$ cat src/rtl/core/lmg_pkg.sv
// shared types and constants for the letter bigram generator
package lmg_pkg;

    localparam int MODE_W   = 2;
    localparam int LETTER_W = 5;
    localparam int RAND_W   = 32;
    localparam int SYMBOL_W = 5;
    localparam int LEN_W    = 6;
    localparam int STEP_W   = $clog2(RAND_W);

    localparam logic [MODE_W-1:0] MODE_TRAIN   = 2'd0;
    localparam logic [MODE_W-1:0] MODE_END     = 2'd1;
    localparam logic [MODE_W-1:0] MODE_DRAW    = 2'd2;
    localparam logic [MODE_W-1:0] MODE_RESTART = 2'd3;

    localparam logic [LEN_W-1:0] CAP_RESET = 6'd63;

    typedef struct packed {
        logic clear_step;
        logic capture;
        logic train_write;
        logic sweep_start;
        logic sweep_run;
        logic scan;
        logic div_start;
        logic finish;
    } lmg_cmd_t;

    typedef struct packed {
        logic [MODE_W-1:0] mode;
        logic              letter_ok;
        logic              train_open;
        logic              sweep_done;
        logic              div_done;
        logic              clear_done;
        logic              total_zero;
        logic              out_free;
    } lmg_stat_t;

endpackage

$ cat src/rtl/core/lmg_ctrl.sv
// controller state machine sequencing clear, train, sum, divide and scan
module lmg_ctrl (
    input  logic               clk,
    input  logic               rst_n,
    input  logic               s_tvalid,
    output logic               s_tready,
    input  lmg_pkg::lmg_stat_t stat,
    output lmg_pkg::lmg_cmd_t  cmd
);

    localparam logic [3:0] ST_CLEAR    = 4'd0;
    localparam logic [3:0] ST_IDLE     = 4'd1;
    localparam logic [3:0] ST_DECODE   = 4'd2;
    localparam logic [3:0] ST_TRAIN    = 4'd3;
    localparam logic [3:0] ST_SUM      = 4'd4;
    localparam logic [3:0] ST_DIV_INIT = 4'd5;
    localparam logic [3:0] ST_DIV_RUN  = 4'd6;
    localparam logic [3:0] ST_SCAN     = 4'd7;
    localparam logic [3:0] ST_RESULT   = 4'd8;

    logic [3:0] state_reg;
    logic [3:0] state_next;

    always_comb
    begin
        state_next = state_reg;
        cmd        = '0;
        s_tready   = 1'b0;
        unique case (state_reg)
            ST_CLEAR:
            begin
                cmd.clear_step = 1'b1;
                if (stat.clear_done)
                    state_next = ST_IDLE;
            end
            ST_IDLE:
            begin
                s_tready    = 1'b1;
                cmd.capture = s_tvalid;
                if (s_tvalid)
                    state_next = ST_DECODE;
            end
            ST_DECODE:
            begin
                unique case (stat.mode)
                    lmg_pkg::MODE_TRAIN:
                        state_next = stat.letter_ok ? ST_TRAIN : ST_RESULT;
                    lmg_pkg::MODE_END:
                        state_next = stat.train_open ? ST_TRAIN : ST_RESULT;
                    lmg_pkg::MODE_DRAW:
                    begin
                        cmd.sweep_start = 1'b1;
                        state_next      = ST_SUM;
                    end
                    default:
                        state_next = ST_RESULT;
                endcase
            end
            ST_TRAIN:
            begin
                cmd.train_write = 1'b1;
                state_next      = ST_RESULT;
            end
            ST_SUM:
            begin
                cmd.sweep_run = 1'b1;
                if (stat.sweep_done)
                    state_next = ST_DIV_INIT;
            end
            ST_DIV_INIT:
            begin
                if (stat.total_zero)
                    state_next = ST_RESULT;
                else
                begin
                    cmd.div_start = 1'b1;
                    state_next    = ST_DIV_RUN;
                end
            end
            ST_DIV_RUN:
            begin
                if (stat.div_done)
                begin
                    cmd.sweep_start = 1'b1;
                    state_next      = ST_SCAN;
                end
            end
            ST_SCAN:
            begin
                cmd.sweep_run = 1'b1;
                cmd.scan      = 1'b1;
                if (stat.sweep_done)
                    state_next = ST_RESULT;
            end
            ST_RESULT:
            begin
                if (stat.out_free)
                begin
                    cmd.finish = 1'b1;
                    state_next = ST_IDLE;
                end
            end
            default:
                state_next = ST_IDLE;
        endcase
    end

    always_ff @(posedge clk or negedge rst_n)
    begin
        if (!rst_n)
            state_reg <= ST_CLEAR;
        else
            state_reg <= state_next;
    end

endmodule

$ cat config.mk
export PLATFORM = sky130hd
export DESIGN_NAME = lmg_ctrl
export DESIGN_NICKNAME = d
export VERILOG_FILES = /design/src/rtl/core/lmg_pkg.sv /design/src/rtl/core/lmg_ctrl.sv
export SDC_FILE = /design/constraint.sdc
export NUM_CORES = 1
export LEC_CHECK = 0
export ABC_AREA = 1
export ABC_CLOCK_PERIOD_IN_PS = 2800
export CAP_MARGIN = 0
export CORE_AREA = 2 2 39 41
export DETAILED_ROUTE_END_ITERATION = 16
export DIE_AREA = 0 0 41 43
export DONT_BUFFER_PORTS = 1
export HOLD_SLACK_MARGIN = 0.12
export PLACE_DENSITY_LB_ADDON = 0.2
export SYNTH_ARGS = -nofsm -noshare
export SYNTH_HDL_FRONTEND = slang
export SYNTH_SLANG_ARGS = --single-unit
$ cat constraint.sdc
create_clock -name clk -period 2.8 [get_ports clk]
set_clock_uncertainty 0.2 [all_clocks]
set_input_delay 0.56 -clock clk [delete_from_list [all_inputs] [get_ports clk]]
set_output_delay 0.56 -clock clk [all_outputs]
set_load 0.05 [all_outputs]
==> results.py <==
metrics = {
    "floorplanning": {
        "rows": 14,
        "die_y_um": 43,
        "initial_utilization": 0.358,
        "ioPinCount": 21,
        "core_area_um2": 1380,
        "die_w_um": 41,
        "dieArea_um2": 1760,
    },
    "global_routing": {
        "grt_overflow": 0,
        "grt_max_degree": 8,
        "grt_pass1_wl_mm": 1.99,
        "antenna_found_initial": 0,
        "grt_pass1_vias": 525,
        "grt_util_all_layers": 0.165,
    },
    "sta": {
        "hold_viol": 0,
        "period_minus_slack_ns": 2.24,
        "whs_ns": 0.337,
        "fin_crit_sh": 0.800,
        "worst_slew_pin_slew_ns": 0.415,
        "final-setup-viol-count": 0,
        "setup_tns_ns": 0,
        "grt_setup_unrepaired": "no",
        "slew_headroom": 0.723,
        "fmax_ghz": 0.446,
        "finalMaxSlewViolations": 0,
    },
    "synthesis": {
        "synth.distinct_cells": 15,
        "synth.area.mux_share": 0,
        "yosys.area.top_type": "dfrtp_1",
        "synth-simple-area-share": 0.641,
        "synth_top_family_by_area": "simple AND/OR/NAND/NOR gates",
        "netlist_instances": 89,
        "yosysWarnings": 0,
        "synthXorXnorAreaFrac": 0,
        "synth_top_area_share": 0.202,
        "synth_nets": 101,
        "synth_area_leaders": "dfrtp_1, nand2_1, nor2_1, nand3_1, inv_1",
        "syn_area_um2": 495,
        "synth-compound-area-share": 0.0354,
        "yosysSeqAreaShare": 0.202,
        "synth-adder-area-share": 0,
        "syn-mean-instance-area_um2": 5.57,
        "ys_ff_latch": 4,
    },
    "clock_network": {
        "cts-root-buf": "clkbuf_4",
        "cts_htree_levels": 1,
        "clk_pin_slew_ns": 0.03,
        "clock_path_buffers": 2,
        "cts_setup_buffers": 0,
        "cts-hold-fix-buffers": 1,
        "clk_latency_ns": 0.23,
        "cts_resized": 0,
        "cts_sinks": 4,
        "cts_tree": "done",
        "numCtsBuffers": 3,
    },
    "critical_path": {
        "worstPathRequired_ns": 2.04,
        "crit_path_end_kind": "primary output",
        "path_class": "flip-flop to primary output",
        "critPathArrivalTime_ns": 1.48,
        "crit_chain": "inv_2 -> nand2_2 -> nor2_2 -> nand2_1 -> inv_1",
        "crit_family": "buffers and inverters",
        "slowest_delay_ns": 0.45,
        "crit_fanout": 5,
        "critPathSlowestCell": "dfrtp_1",
        "worst_setup_path_start_kind": "flip-flop",
        "crit_buf_inv": 2,
    },
    "status": {
        "run_status": "completed",
    },
    "detailed_routing": {
        "dr_total_vias": 546,
        "drt_iter0_drc": 3,
        "viasPerCell": 4.67,
        "drc_errors": 0,
        "wirelength_mm": 1.13,
        "wl_per_cell_um": 9.67,
        "final_antenna_net_count": 0,
        "drtPass1Iterations": 2,
    },
    "finish": {
        "largest_reg_flops": 4,
        "finalNonFillerCells": 117,
        "n_antenna_cell": 0,
        "area_growth_pct": 22.7,
        "nets": 115,
        "drive_gt1_frac": 0.287,
        "fin_util": 0.439,
        "layout_commonest_cell": "nand2_1",
        "mostFrequentLayoutCells": "nand2_1, nor2_1, inv_1",
        "final_area_um2": 608,
    },
    "power": {
        "combPwrFrac": 0.732,
        "switching_share": 0.601,
        "peakVddDrop_mv": 0.452,
        "clockPowerShare": 0.096,
        "p_sw_mw": 0.441,
        "p_per_area_nw_per_um2": 1210,
        "p_int_mw": 0.293,
        "power.share.sequential": 0.172,
        "leakage_nw": 0.369,
    },
    "placement": {
        "io_buffer_count": 0,
        "place_area_um2": 576,
        "gp_congestion": 0.816,
        "place_hpwl_um": 995,
        "dp.cells": 113,
    },
    "flow_run": {
        "cap_violations": 0,
    },
    "min_path": {
        "min_path_type": "input pin to flip-flop",
    },
}
[cells by family (layout without fill, tap and decap cells)]
family | after synthesis | after routing
buf+inv | 16 | 28
simple gates | 66 | 66
compound gates | 3 | 3
flops | 4 | 4
[metal layers]
metal,part of all wire,track usage,vias up
li1,-,-,295
met5,0,0,-
met4,0.018,0.0800,0
met3,0.074,0.0524,4
met2,0.45,0.241,21
met1,0.45,0.211,226
[final timing paths]
check                                         startpoint                  endpoint  slack [ns]  cells past startpoint
min in group asynchronous                          rst_n  state_reg[1]$_DFFE_PN0P_        0.40                      1
worst min register to register  state_reg[1]$_DFFE_PN0P_  state_reg[1]$_DFFE_PN0P_        0.41                      2
worst max register to register  state_reg[3]$_DFFE_PN0P_  state_reg[1]$_DFFE_PN0P_        1.27                      8
max in group asynchronous                          rst_n  state_reg[2]$_DFFE_PN0P_        1.83                      1
worst max-delay path            state_reg[3]$_DFFE_PN0P_                    cmd[1]        0.56                      5
worst min-delay path                             stat[0]  state_reg[3]$_DFFE_PN0P_        0.34                      3
[per-stage QoR]
step | setup WS (ns) | total power [mW]
after detailed placement | 0.798 | 0.664
after floorplan | 0.309 | 0.540
after global placement | 0.801 | 0.664
after global routing | 0.438 | 0.801
after CTS | 0.544 | 0.742
final | 0.560 | 0.735
[final cells by class]
class	instances	area (um^2)
well taps	16	20.0
inverters	16	60.1
multi-input cells	69	335
flip-flops and latches	4	100
fillers	155	776
clock buffers	3	22.5
repair buffers	9	70.1
[power by group through the flow]
stage	combinational (mW)	clock (mW)	sequential, mW
floorplan	0.422	0	0.118
global placement	0.538	0	0.126
detailed placement	0.538	0	0.126
CTS	0.542	0.0753	0.126
finish	0.537	0.0707	0.127
global route	0.591	0.0787	0.131
[cell usage after synthesis]
| cell | n |
|---|---|
| nand3b_1 | 1 |
| o21bai_1 | 1 |
| nor2_2 | 6 |
| nand3_2 | 3 |
| nand2_2 | 4 |
| inv_1 | 12 |
| nand3_1 | 9 |
| dfrtp_1 | 4 |
| nand2_1 | 23 |
| o21ai_1 | 1 |
| o21ai_0 | 1 |
| nor2_4 | 1 |
| nor2_1 | 16 |
| nor3_1 | 3 |
| inv_2 | 4 |
[worst min-delay path, cell delays in order]
cell and delay [ns]:
inv_1 0.03, nand3_2 0.08, nand2_1 0.05
Power figures use the tool's default switching activity.
